==> config.mk <==
export PLATFORM = sky130hd
export DESIGN_NAME = time_code_add_milliseconds_flat
export DESIGN_NICKNAME = d
export VERILOG_FILES = /design/src/rtl/tcadd_pkg.sv /design/src/rtl/tcadd_ifs.sv /design/src/rtl/tcadd_div.sv /design/src/rtl/time_code_add_milliseconds.sv /design/src/flat_wrapper.sv
export SDC_FILE = /design/constraint.sdc
export NUM_CORES = 2
export LEC_CHECK = 0
export BUFFER_PORTS_ARGS = -buffer_cell sky130_fd_sc_hd__buf_4
export CAP_MARGIN = 20
export CORE_AREA = 2 2 413 415
export DETAILED_ROUTE_END_ITERATION = 16
export DIE_AREA = 0 0 415 417
export GPL_ROUTABILITY_DRIVEN = 0
export SLEW_MARGIN = 20
export SYNTH_ARGS = -nofsm -noshare
export SYNTH_HDL_FRONTEND = slang
export SYNTH_HIERARCHICAL = 1
export SYNTH_SLANG_ARGS = --single-unit
==> constraint.sdc <==
create_clock -name clk -period 31.9 [get_ports clk]
set_input_delay 1.595 -clock clk [delete_from_list [all_inputs] [get_ports clk]]
set_output_delay 1.595 -clock clk [all_outputs]
set_load 0.005 [all_outputs]
==> src/rtl/tcadd_pkg.sv <==
// shared types, constants and helpers for the time code millisecond adder
package tcadd_pkg;

  localparam int unsigned MS_W = 27;

  localparam logic [MS_W-1:0] DAY_MS_NORM = 27'd86400000;
  localparam logic [MS_W-1:0] DAY_MS_POS  = 27'd86401000;
  localparam logic [MS_W-1:0] DAY_MS_NEG  = 27'd86399000;

  // 86400000 = 1024 * 84375; quotient by reciprocal of 84375 scaled by 2^40
  localparam int unsigned     DIV_PRE_SH = 10;
  localparam int unsigned     RECIP_SH   = 40;
  localparam logic [23:0]     RECIP      = 24'd13031250;

  // next-day leap register codes
  localparam logic [1:0] LEAP_NONE = 2'b00;
  localparam logic [1:0] LEAP_POS  = 2'b01;
  localparam logic [1:0] LEAP_NEG  = 2'b11;

  // flag codes
  localparam logic [3:0] FLAG_POS  = 4'b1000;
  localparam logic [3:0] FLAG_NEG  = 4'b0100;
  localparam logic [3:0] FLAG_NONE = 4'b0000;

  typedef logic [MS_W-1:0] ms_t;

  typedef struct packed {
    logic       v;
    logic       inday;
    logic       back;
    logic       two;
    logic [7:0] ycode;
    logic [7:0] dlow;
    logic [3:0] flags;
    ms_t        ms_in;
    ms_t        lim;
    logic [3:0] ocode;
  } ctx_t;

  // year offset from 1970, valid for 1969..2098 where the gregorian rule is every fourth year
  function automatic logic [8:0] year_len(input logic signed [8:0] y);
    logic [8:0] n;
    n = (y[1:0] == 2'b10) ? 9'd366 : 9'd365;
    return n;
  endfunction

endpackage

==> src/rtl/tcadd_ifs.sv <==
// request channel interfaces for the time code adder
interface tcadd_in_if;
  logic               valid;
  logic               ready;
  logic [7:0]         year_code;
  logic [7:0]         day_low;
  logic [26:0]        day_ms;
  logic [3:0]         leap_flags;
  logic signed [31:0] add_ms;
  modport source (output valid, year_code, day_low, day_ms, leap_flags, add_ms, input ready);
  modport sink (input valid, year_code, day_low, day_ms, leap_flags, add_ms, output ready);
endinterface

interface tcadd_out_if;
  logic        valid;
  logic        ready;
  logic [7:0]  new_year_code;
  logic [7:0]  new_day_low;
  logic [26:0] new_day_ms;
  logic [3:0]  new_leap_flags;
  modport source (output valid, new_year_code, new_day_low, new_day_ms, new_leap_flags,
                  input ready);
  modport sink (input valid, new_year_code, new_day_low, new_day_ms, new_leap_flags,
                output ready);
endinterface

interface tcadd_cfg_if;
  logic              valid;
  logic              ready;
  logic signed [1:0] next_day_leap;
  modport source (output valid, next_day_leap, input ready);
  modport sink (input valid, next_day_leap, output ready);
endinterface

==> src/rtl/tcadd_div.sv <==
// three stage divide by one day of milliseconds, quotient and remainder
module tcadd_div (
  input  logic              clk,
  input  logic              rst_n,
  input  logic              en,
  input  tcadd_pkg::ctx_t   ctx_i,
  input  logic [32:0]       x_i,
  output tcadd_pkg::ctx_t   ctx_o,
  output logic [6:0]        q_o,
  output tcadd_pkg::ms_t    r_o
);

  tcadd_pkg::ctx_t d1_ctx_r, d2_ctx_r, d3_ctx_r;
  logic [32:0] d1_x_r, d2_x_r;
  logic [46:0] d1_p_r;
  logic [46:0] p_nxt;
  logic [6:0]  q_nxt;
  logic [6:0]  d2_q_r, d3_q_r;
  logic [33:0] qd_nxt;
  logic [33:0] d2_qd_r;
  logic [32:0] diff_nxt;
  tcadd_pkg::ms_t d3_r_r;

  assign p_nxt    = 47'(x_i[32:tcadd_pkg::DIV_PRE_SH]) * 47'(tcadd_pkg::RECIP);
  assign q_nxt    = d1_p_r[46:tcadd_pkg::RECIP_SH];
  assign qd_nxt   = 34'(q_nxt) * 34'(tcadd_pkg::DAY_MS_NORM);
  assign diff_nxt = d2_x_r - d2_qd_r[32:0];

  always_ff @(posedge clk) begin
    if (!rst_n) begin
      d1_ctx_r <= '0;
      d2_ctx_r <= '0;
      d3_ctx_r <= '0;
    end else if (en) begin
      d1_ctx_r <= ctx_i;
      d2_ctx_r <= d1_ctx_r;
      d3_ctx_r <= d2_ctx_r;
    end
  end

  always_ff @(posedge clk) begin
    if (en) begin
      d1_x_r  <= x_i;
      d1_p_r  <= p_nxt;
      d2_x_r  <= d1_x_r;
      d2_q_r  <= q_nxt;
      d2_qd_r <= qd_nxt;
      d3_q_r  <= d2_q_r;
      d3_r_r  <= diff_nxt[26:0];
    end
  end

  assign ctx_o = d3_ctx_r;
  assign q_o   = d3_q_r;
  assign r_o   = d3_r_r;

endmodule

==> src/rtl/time_code_add_milliseconds.sv <==
// top level of the time code millisecond adder
//
//   channel | direction | payload
//   in_if   | sink      | year_code, day_low, day_ms, leap_flags, add_ms
//   out_if  | source    | new_year_code, new_day_low, new_day_ms, new_leap_flags
//   cfg_if  | sink      | next_day_leap
//
// one request per cycle while the pipeline advances, that is while out_if.ready is high or stage 9 is empty
// the day count comes from a three stage reciprocal divider in the middle
// rst_n clears all valid bits and the next-day leap setting
// an output stall holds the whole pipeline; in_if.ready drops with it
module time_code_add_milliseconds (
  input logic         clk,
  input logic         rst_n,
  tcadd_cfg_if.sink   cfg_if,
  tcadd_in_if.sink    in_if,
  tcadd_out_if.source out_if
);

  logic [1:0] ndl_r;
  logic       adv;

  // stage 1
  logic signed [33:0] sum_nxt;
  tcadd_pkg::ms_t     lim_nxt, lim2_nxt;
  logic [3:0]         ocode_nxt;
  logic               s1_v_r;
  logic [7:0]         s1_ycode_r, s1_dlow_r;
  logic [3:0]         s1_flags_r, s1_ocode_r;
  logic signed [33:0] s1_sum_r;
  tcadd_pkg::ms_t     s1_lim_r, s1_lim2_r;

  // stage 2
  logic               s2_v_r, s2_inday_r, s2_back_r;
  logic [7:0]         s2_ycode_r, s2_dlow_r;
  logic [3:0]         s2_flags_r, s2_ocode_r;
  logic signed [33:0] s2_r1_r;
  logic [32:0]        s2_xb_r;
  tcadd_pkg::ms_t     s2_sum_lo_r, s2_lim_r, s2_lim2_r;

  // stage 3
  logic signed [33:0] x2_nxt;
  logic               two_nxt;
  tcadd_pkg::ctx_t    s3_ctx_nxt, s3_ctx_r;
  logic [32:0]        s3_x_nxt, s3_x_r;

  // divider outputs
  tcadd_pkg::ctx_t    dv_ctx;
  logic [6:0]         dv_q;
  tcadd_pkg::ms_t     dv_r;

  // stage 7
  logic signed [10:0] day0;
  logic signed [8:0]  y0;
  tcadd_pkg::ms_t     ms0, ms_nxt;
  logic               extra;
  logic signed [10:0] d1_nxt;
  logic [7:0]         m_nxt;
  logic [3:0]         of_nxt;
  logic               s7_v_r, s7_inday_r, s7_back_r;
  logic [7:0]         s7_ycode_r, s7_dlow_r, s7_m_r;
  logic [3:0]         s7_flags_r, s7_of_r;
  tcadd_pkg::ms_t     s7_ms_r;
  logic signed [10:0] s7_d_r;
  logic signed [8:0]  s7_y_r;

  // stage 8
  logic signed [8:0]  ym1;
  logic               wrap_back;
  logic               s8_v_r, s8_inday_r, s8_back_r;
  logic [7:0]         s8_ycode_r, s8_dlow_r, s8_m_r;
  logic [3:0]         s8_flags_r, s8_of_r;
  tcadd_pkg::ms_t     s8_ms_r;
  logic signed [10:0] s8_d_r;
  logic signed [8:0]  s8_y_r;

  // stage 9, output register
  logic [8:0]         yl9;
  logic signed [10:0] d2_sum, d9;
  logic signed [8:0]  y9;
  logic               s9_v_r, s9_inday_r;
  logic [7:0]         o_year_r, o_day_r;
  tcadd_pkg::ms_t     o_ms_r;
  logic [3:0]         o_flags_r;

  // configuration
  assign cfg_if.ready = 1'b1;
  always_ff @(posedge clk) begin
    if (!rst_n) begin
      ndl_r <= tcadd_pkg::LEAP_NONE;
    end else if (cfg_if.valid) begin
      ndl_r <= cfg_if.next_day_leap;
    end
  end

  assign adv         = !s9_v_r || out_if.ready;
  assign in_if.ready = adv;

  // stage 1: sum and day lengths
  assign sum_nxt = $signed({{2{in_if.add_ms[31]}}, in_if.add_ms})
                 + $signed({7'd0, in_if.day_ms});

  always_comb begin
    lim_nxt = tcadd_pkg::DAY_MS_NORM;
    if (in_if.leap_flags[3]) lim_nxt = tcadd_pkg::DAY_MS_POS;
    if (in_if.leap_flags[2]) lim_nxt = tcadd_pkg::DAY_MS_NEG;
    case (ndl_r)
      tcadd_pkg::LEAP_POS: begin
        lim2_nxt  = tcadd_pkg::DAY_MS_POS;
        ocode_nxt = tcadd_pkg::FLAG_POS;
      end
      tcadd_pkg::LEAP_NEG: begin
        lim2_nxt  = tcadd_pkg::DAY_MS_NEG;
        ocode_nxt = tcadd_pkg::FLAG_NEG;
      end
      default: begin
        lim2_nxt  = tcadd_pkg::DAY_MS_NORM;
        ocode_nxt = tcadd_pkg::FLAG_NONE;
      end
    endcase
  end

  // stage 3 selection
  assign x2_nxt  = s2_r1_r - $signed({7'd0, s2_lim2_r}) - 34'sd1;
  assign two_nxt = !x2_nxt[33] && !s2_back_r && !s2_inday_r;

  always_comb begin
    s3_ctx_nxt.v     = s2_v_r;
    s3_ctx_nxt.inday = s2_inday_r;
    s3_ctx_nxt.back  = s2_back_r;
    s3_ctx_nxt.two   = two_nxt;
    s3_ctx_nxt.ycode = s2_ycode_r;
    s3_ctx_nxt.dlow  = s2_dlow_r;
    s3_ctx_nxt.flags = s2_flags_r;
    s3_ctx_nxt.ms_in = s2_inday_r ? s2_sum_lo_r : s2_r1_r[26:0];
    s3_ctx_nxt.lim   = s2_lim_r;
    s3_ctx_nxt.ocode = s2_ocode_r;
    if (s2_back_r) begin
      s3_x_nxt = s2_xb_r;
    end else if (two_nxt) begin
      s3_x_nxt = x2_nxt[32:0];
    end else begin
      s3_x_nxt = '0;
    end
  end

  always_ff @(posedge clk) begin
    if (!rst_n) begin
      s1_v_r   <= 1'b0;
      s2_v_r   <= 1'b0;
      s3_ctx_r <= '0;
      s7_v_r   <= 1'b0;
      s8_v_r   <= 1'b0;
      s9_v_r   <= 1'b0;
    end else if (adv) begin
      s1_v_r   <= in_if.valid;
      s2_v_r   <= s1_v_r;
      s3_ctx_r <= s3_ctx_nxt;
      s7_v_r   <= dv_ctx.v;
      s8_v_r   <= s7_v_r;
      s9_v_r   <= s8_v_r;
    end
  end

  always_ff @(posedge clk) begin
    if (adv) begin
      s1_ycode_r  <= in_if.year_code;
      s1_dlow_r   <= in_if.day_low;
      s1_flags_r  <= in_if.leap_flags;
      s1_sum_r    <= sum_nxt;
      s1_lim_r    <= lim_nxt;
      s1_lim2_r   <= lim2_nxt;
      s1_ocode_r  <= ocode_nxt;

      s2_inday_r  <= !s1_sum_r[33] && (s1_sum_r <= $signed({7'd0, s1_lim_r}));
      s2_back_r   <= s1_sum_r[33];
      s2_r1_r     <= s1_sum_r - $signed({7'd0, s1_lim_r});
      s2_xb_r     <= ~s1_sum_r[32:0];
      s2_sum_lo_r <= s1_sum_r[26:0];
      s2_ycode_r  <= s1_ycode_r;
      s2_dlow_r   <= s1_dlow_r;
      s2_flags_r  <= s1_flags_r;
      s2_lim_r    <= s1_lim_r;
      s2_lim2_r   <= s1_lim2_r;
      s2_ocode_r  <= s1_ocode_r;
      s3_x_r      <= s3_x_nxt;
    end
  end

  tcadd_div u_div (
    .clk   (clk),
    .rst_n (rst_n),
    .en    (adv),
    .ctx_i (s3_ctx_r),
    .x_i   (s3_x_r),
    .ctx_o (dv_ctx),
    .q_o   (dv_q),
    .r_o   (dv_r)
  );

  // stage 7: final ms and day delta
  assign day0  = $signed({2'b00, dv_ctx.ycode[0], dv_ctx.dlow});
  assign y0    = $signed({2'b00, dv_ctx.ycode[7:1]});
  assign ms0   = tcadd_pkg::DAY_MS_NORM - 27'd1 - dv_r;
  assign extra = ms0 > dv_ctx.lim;

  always_comb begin
    ms_nxt = dv_ctx.ms_in;
    d1_nxt = day0;
    m_nxt  = 8'd0;
    of_nxt = tcadd_pkg::FLAG_NONE;
    if (dv_ctx.inday) begin
      m_nxt = 8'd0;
    end else if (dv_ctx.back) begin
      ms_nxt = extra ? (ms0 - dv_ctx.lim) : ms0;
      d1_nxt = day0 - $signed({4'd0, dv_q}) - 11'sd1;
      m_nxt  = {7'd0, extra};
    end else if (dv_ctx.two) begin
      ms_nxt = dv_r + 27'd1;
      m_nxt  = {1'b0, dv_q} + 8'd2;
    end else begin
      m_nxt  = 8'd1;
      of_nxt = dv_ctx.ocode;
    end
  end

  // stage 8: borrow a year
  assign ym1       = s7_y_r - 9'sd1;
  assign wrap_back = s7_back_r && (s7_d_r <= 11'sd0);

  // stage 9: carry a year
  assign yl9    = tcadd_pkg::year_len(s8_y_r);
  assign d2_sum = s8_d_r + $signed({3'd0, s8_m_r});

  always_comb begin
    y9 = s8_y_r;
    d9 = d2_sum;
    if ((s8_m_r != 8'd0) && (d2_sum > $signed({2'b00, yl9}))) begin
      y9 = s8_y_r + 9'sd1;
      d9 = d2_sum - $signed({2'b00, yl9});
    end
  end

  always_ff @(posedge clk) begin
    if (adv) begin
      s7_inday_r <= dv_ctx.inday;
      s7_back_r  <= dv_ctx.back;
      s7_ycode_r <= dv_ctx.ycode;
      s7_dlow_r  <= dv_ctx.dlow;
      s7_flags_r <= dv_ctx.flags;
      s7_ms_r    <= ms_nxt;
      s7_d_r     <= d1_nxt;
      s7_m_r     <= m_nxt;
      s7_y_r     <= y0;
      s7_of_r    <= of_nxt;

      s8_inday_r <= s7_inday_r;
      s8_back_r  <= s7_back_r;
      s8_ycode_r <= s7_ycode_r;
      s8_dlow_r  <= s7_dlow_r;
      s8_flags_r <= s7_flags_r;
      s8_ms_r    <= s7_ms_r;
      s8_m_r     <= s7_m_r;
      s8_of_r    <= s7_of_r;
      s8_y_r     <= wrap_back ? ym1 : s7_y_r;
      s8_d_r     <= wrap_back ? (s7_d_r + $signed({2'b00, tcadd_pkg::year_len(ym1)}))
                              : s7_d_r;

      s9_inday_r <= s8_inday_r;
      o_ms_r     <= s8_ms_r;
      if (s8_inday_r) begin
        o_year_r  <= s8_ycode_r;
        o_day_r   <= s8_dlow_r;
        o_flags_r <= s8_flags_r;
      end else begin
        o_year_r  <= {y9[6:0], (d9 >= 11'sd256)};
        o_day_r   <= d9[7:0];
        o_flags_r <= s8_of_r;
      end
    end
  end

  assign out_if.valid          = s9_v_r;
  assign out_if.new_year_code  = o_year_r;
  assign out_if.new_day_low    = o_day_r;
  assign out_if.new_day_ms     = o_ms_r;
  assign out_if.new_leap_flags = o_flags_r;

  // remainder of the reciprocal divide stays below one day
  a_div_rem: assert property (@(posedge clk) disable iff (!rst_n)
    dv_ctx.v && (dv_ctx.back || dv_ctx.two) |-> dv_r < tcadd_pkg::DAY_MS_NORM)
    else $error("divider remainder out of range");

  // a borrowed year leaves a positive day
  a_back_day: assert property (@(posedge clk) disable iff (!rst_n)
    s8_v_r && s8_back_r |-> s8_d_r > 11'sd0)
    else $error("day not positive after year borrow");

  // result ms never exceed the longest day
  a_ms_range: assert property (@(posedge clk) disable iff (!rst_n)
    out_if.valid |-> out_if.new_day_ms <= tcadd_pkg::DAY_MS_POS)
    else $error("result ms out of range");

  // a day change carries at most one leap flag and clears the low bits
  a_flags: assert property (@(posedge clk) disable iff (!rst_n)
    out_if.valid && !s9_inday_r |->
      (out_if.new_leap_flags[1:0] == 2'b00) && $onehot0(out_if.new_leap_flags[3:2]))
    else $error("bad leap flags on day change");

endmodule

==> src/flat_wrapper.sv <==
// flat-port wrapper written by rule: the top's interface ports become plain ports
module time_code_add_milliseconds_flat 
  (clk, rst_n, cfg_if_valid, cfg_if_next_day_leap, cfg_if_ready, in_if_valid, in_if_year_code, in_if_day_low, in_if_day_ms, in_if_leap_flags, in_if_add_ms, in_if_ready, out_if_valid, out_if_new_year_code, out_if_new_day_low, out_if_new_day_ms, out_if_new_leap_flags, out_if_ready);
  tcadd_cfg_if cfg_if_i ();
  tcadd_in_if in_if_i ();
  tcadd_out_if out_if_i ();
  input logic clk;
  input logic rst_n;
  input wire logic [$bits(cfg_if_i.valid)-1:0] cfg_if_valid;
  input wire logic [$bits(cfg_if_i.next_day_leap)-1:0] cfg_if_next_day_leap;
  output wire logic [$bits(cfg_if_i.ready)-1:0] cfg_if_ready;
  input wire logic [$bits(in_if_i.valid)-1:0] in_if_valid;
  input wire logic [$bits(in_if_i.year_code)-1:0] in_if_year_code;
  input wire logic [$bits(in_if_i.day_low)-1:0] in_if_day_low;
  input wire logic [$bits(in_if_i.day_ms)-1:0] in_if_day_ms;
  input wire logic [$bits(in_if_i.leap_flags)-1:0] in_if_leap_flags;
  input wire logic [$bits(in_if_i.add_ms)-1:0] in_if_add_ms;
  output wire logic [$bits(in_if_i.ready)-1:0] in_if_ready;
  output wire logic [$bits(out_if_i.valid)-1:0] out_if_valid;
  output wire logic [$bits(out_if_i.new_year_code)-1:0] out_if_new_year_code;
  output wire logic [$bits(out_if_i.new_day_low)-1:0] out_if_new_day_low;
  output wire logic [$bits(out_if_i.new_day_ms)-1:0] out_if_new_day_ms;
  output wire logic [$bits(out_if_i.new_leap_flags)-1:0] out_if_new_leap_flags;
  input wire logic [$bits(out_if_i.ready)-1:0] out_if_ready;
  assign cfg_if_i.valid = cfg_if_valid;
  assign cfg_if_i.next_day_leap = cfg_if_next_day_leap;
  assign cfg_if_ready = cfg_if_i.ready;
  assign in_if_i.valid = in_if_valid;
  assign in_if_i.year_code = in_if_year_code;
  assign in_if_i.day_low = in_if_day_low;
  assign in_if_i.day_ms = in_if_day_ms;
  assign in_if_i.leap_flags = in_if_leap_flags;
  assign in_if_i.add_ms = in_if_add_ms;
  assign in_if_ready = in_if_i.ready;
  assign out_if_valid = out_if_i.valid;
  assign out_if_new_year_code = out_if_i.new_year_code;
  assign out_if_new_day_low = out_if_i.new_day_low;
  assign out_if_new_day_ms = out_if_i.new_day_ms;
  assign out_if_new_leap_flags = out_if_i.new_leap_flags;
  assign out_if_i.ready = out_if_ready;
  time_code_add_milliseconds u_core (.clk(clk), .rst_n(rst_n), .cfg_if(cfg_if_i), .in_if(in_if_i), .out_if(out_if_i));
endmodule
==> summary.txt <==
Yosys
  • Most numerous cell in the Yosys netlist: inv_1
  • Synth warnings: 6
  • Sequential area share after synthesis: around 46%
  • Share of the synthesized area in the top cell type: 32.8%
  • Cell taking the most area after synthesis: edfxtp_1
  • Most frequent cells after synthesis: inv_1 (542), edfxtp_1 (530), ha_1 (397), dfxtp_1 (311), mux2i_1 (295)
  • Mapped Area: 0.0486 mm²
  • Cells after Synth: around 4300
  • Synth Flop Type: edfxtp_1
  • Netlist cell types: 101
  • Mean Syn Cell Area: 11.4 µm²
  • Synthesized flop and latch total: 841
  • Synth async-reset ratio: 0%
  • Cells taking the most area after synthesis: edfxtp_1 (33%), dfxtp_1 (13%), ha_1 (10%)
  • Post-synth EDFFs: 530

STA
  • Final Cycle Share: around 20%
  • RSZ-0062 raised after global routing: no
  • # setup viols final: 0
  • Max_slew headroom: 26.3%
  • Slew @ Worst Pin: 1090 ps
  • Min Tclk post-route: roughly 6300 ps
  • Skew final: 43.7 ps
  • Final Hold Viols: 0
  • Setup TNS: 0 ps
  • Peak Freq: about 160 MHz
  • Slew Limit Fails: 0

Global route
  • All-Layer GR Usage: 12.4%
  • Antenna violations before repair: 0
  • First-pass GRT wire length: 173000 µm
  • Vias in the first global route: 30458
  • Largest net degree at the start of global routing: 188
  • Total gr overflow: 0

Route
  • Routed WL: 109000 µm
  • Iter 0 DRT Violations: 1996
  • Antenna-violating nets left: 0
  • Routed WL per cell: between 15 and 20 µm
  • Routed vias: 30430
  • # DRC: 0
  • Via/cell ratio: 4.55
  • Pre-antenna DRT Iters: 6

Job
  • Max-cap violations: 0

Critical path
  • CP peak stage delay: 600 ps
  • Worst Path Max Fanout: 8
  • Crit path required time: about 32000 ps
  • Reg-to-Reg Start: u_core/s3_x_r[23]
  • Critical Path Start Type: register
  • Worst Path Arrival: between 6000 and 7000 ps
  • Worst-path cell chain: ha_1 -> inv_1 -> fa_1 -> fa_1 -> inv_1 -> fa_1 -> fa_1 -> fa_1 -> inv_1 -> fa_1 -> inv_1 -> ha_1 -> a21o_1 -> a211o_1 -> nor3_1 -> a21oi_1 -> or3_1 -> a21oi_1 -> xnor2_1
  • Slowest stage cell, crit path: edfxtp_1
  • Worst reg2reg endpoint: u_core/u_div/d1_p_r[42]
  • Critical path class: reg2reg
  • Worst Setup End Kind: register
  • Register-to-register setup slack: 25570 ps
  • Reg2reg path depth: 19
  • Most used cell, CP: fa_1
  • Buf/Inv on CP: 4
  • Dominant delay contributor by cell family on the critical path: adder cells

Layout
  • Layout Nets: 5100
  • FF/Latch Area: 0.0221 mm²
  • Area grow syn2layout: 13.4%
  • Fill count: about 17000
  • Ant diodes: 0
  • Area of the multi-input gates: 0.0238 mm²
  • Share of cells above drive strength 1: 7.77%

Clocking
  • Post-cts resize count: 0
  • TritonCTS Buffers: 91
  • CTS max path bufs: 3
  • CTS tree: done
  • Setup Buffers After CTS: 0
  • Clock Latency Late Sink: 690 ps
  • TritonCTS sink count: 841
  • Clk root buf: clkbuf_16
  • H-tree levels: 3
  • Worst-path clk slew: roughly 60 ps
  • Post-CTS Hold Fix Bufs: 0

Worst hold path
  • Hold Path Cell Cnt: 0
  • Worst Hold Class: reg2reg
  • Hold endpoint: u_core/u_div/r_o[3]
  • Hold Startpoint: u_core/u_div/d2_x_r[3]

Placed design
  • Port Buffers: ~130
  • Dpl hpwl: between 80000 and 90000 µm

Status
  • Status: finished, final reports clean

Die
  • Cell Rows: 151
  • Die width: 415 µm
  • Core area: 0.169 mm²
  • Die area: 0.173 mm²
  • Initial core utilization: 28.8%
  • Die height: 417 µm
  • Io pins: 136
-- worst reg2reg max path, cell delays in order, from the launching register on --
cell and delay [ps]:
edfxtp_1 600, ha_1 450, inv_1 80, fa_1 500
fa_1 520, inv_1 60, fa_1 490, fa_1 520
fa_1 550, inv_1 60, fa_1 530, inv_1 50
ha_1 330, a21o_1 180, a211o_1 310, nor3_1 130
a21oi_1 100, or3_1 370, a21oi_1 160, xnor2_1 80
-- cells in the final DEF (no fill, tap or decap), types with 144 or more instances in the layout --
cell	count
nor2b_1	270
nand2_1	260
fa_1	227
buf_4	150
inv_1	542
edfxtp_1	530
a21oi_1	144
dfxtp_1	311
mux2i_1	295
ha_1	397
-- routing by layer --
layer	wire length (µm)	global-route usage, %	share of wire, %
met1	52600	17.4	48
met2	48200	19.6	44
met3	4440	1.93	4.1
met4	3470	4.16	3.2
met5	0	0	0
-- registers in the layout (all words and copies together) (netlist names), 24 cells and up --
| signal | cells |
|---|---|
| u_core/u_div/d1_ctx_r | 82 |
| u_core/u_div/d1_x_r | 27 |
| u_core/s2_r1_r | 34 |
| u_core/u_div/d2_ctx_r | 82 |
| u_core/s2_sum_lo_r | 24 |
| u_core/s8_ms_r | 27 |
| u_core/s7_ms_r | 27 |
| u_core/s3_x_r | 33 |
| u_core/s3_ctx_r | 58 |
| u_core/s1_sum_r | 33 |
| u_core/u_div/ctx_o | 82 |
| u_core/u_div/r_o | 27 |
| u_core/u_div/d2_x_r | 27 |
| u_core/out_if.new_day_ms | 27 |
| u_core/s2_xb_r | 33 |
-- cell type report --
type	count	area share, %
Inverter	544	3.72
Sequential cell	841	40.2
Clock buffer	128	4.86
Timing Repair Buffer	155	2.19
Multi-Input combinational cell	2757	43.3
Tap cell	2218	5.04
Clock inverter	43	0.691
-- worst max path at each step --
| stage | startpoint | end | cells after the start |
|---|---|---|---|
| global placement | out_if_ready | u_core/u_div/ctx_o[53] | 10 |
| global route | u_core/s3_x_r[21] | u_core/u_div/d1_p_r[42] | 19 |
| detailed placement | out_if_ready | u_core/u_div/ctx_o[49] | 10 |
| finish | u_core/s3_x_r[23] | u_core/u_div/d1_p_r[42] | 19 |
| CTS | u_core/s3_x_r[23] | u_core/u_div/d1_p_r[42] | 19 |
| floorplan | out_if_ready | u_core/u_div/ctx_o[78] | 9 |
-- cell families after synthesis --
| group | Yosys count | synth area share, % |
|---|---|---|
| AND/OR/NAND/NOR | 962 | 10.2 |
| flip-flops | 841 | 45.6 |
| buffers and inverters | 680 | 5.42 |
| AO/OA/AOI/OAI | 636 | 8.97 |
| adder cells (fa/ha/maj) | 624 | 19.6 |
| multiplexers | 300 | 6.20 |
| XOR/XNOR | 221 | 4.00 |
| other | 2 | 0.0155 |
-- per-stage QoR --
stage	utilization, %	hold slack (ps)	instances	area, µm²	worst slack [ps]
floorplan	-	400	4278	48600	13740
global placement	30.9	402	6514	52000	25510
detailed placement	30.9	405	6515	52000	25500
CTS	32.7	386	6686	55100	25570
global route	32.7	407	6686	55100	25210
finish	32.7	402	6686	55100	25570
Power is not shown: default switching activity piles up to over one toggle a cycle in this logic, so the estimate is an artifact.
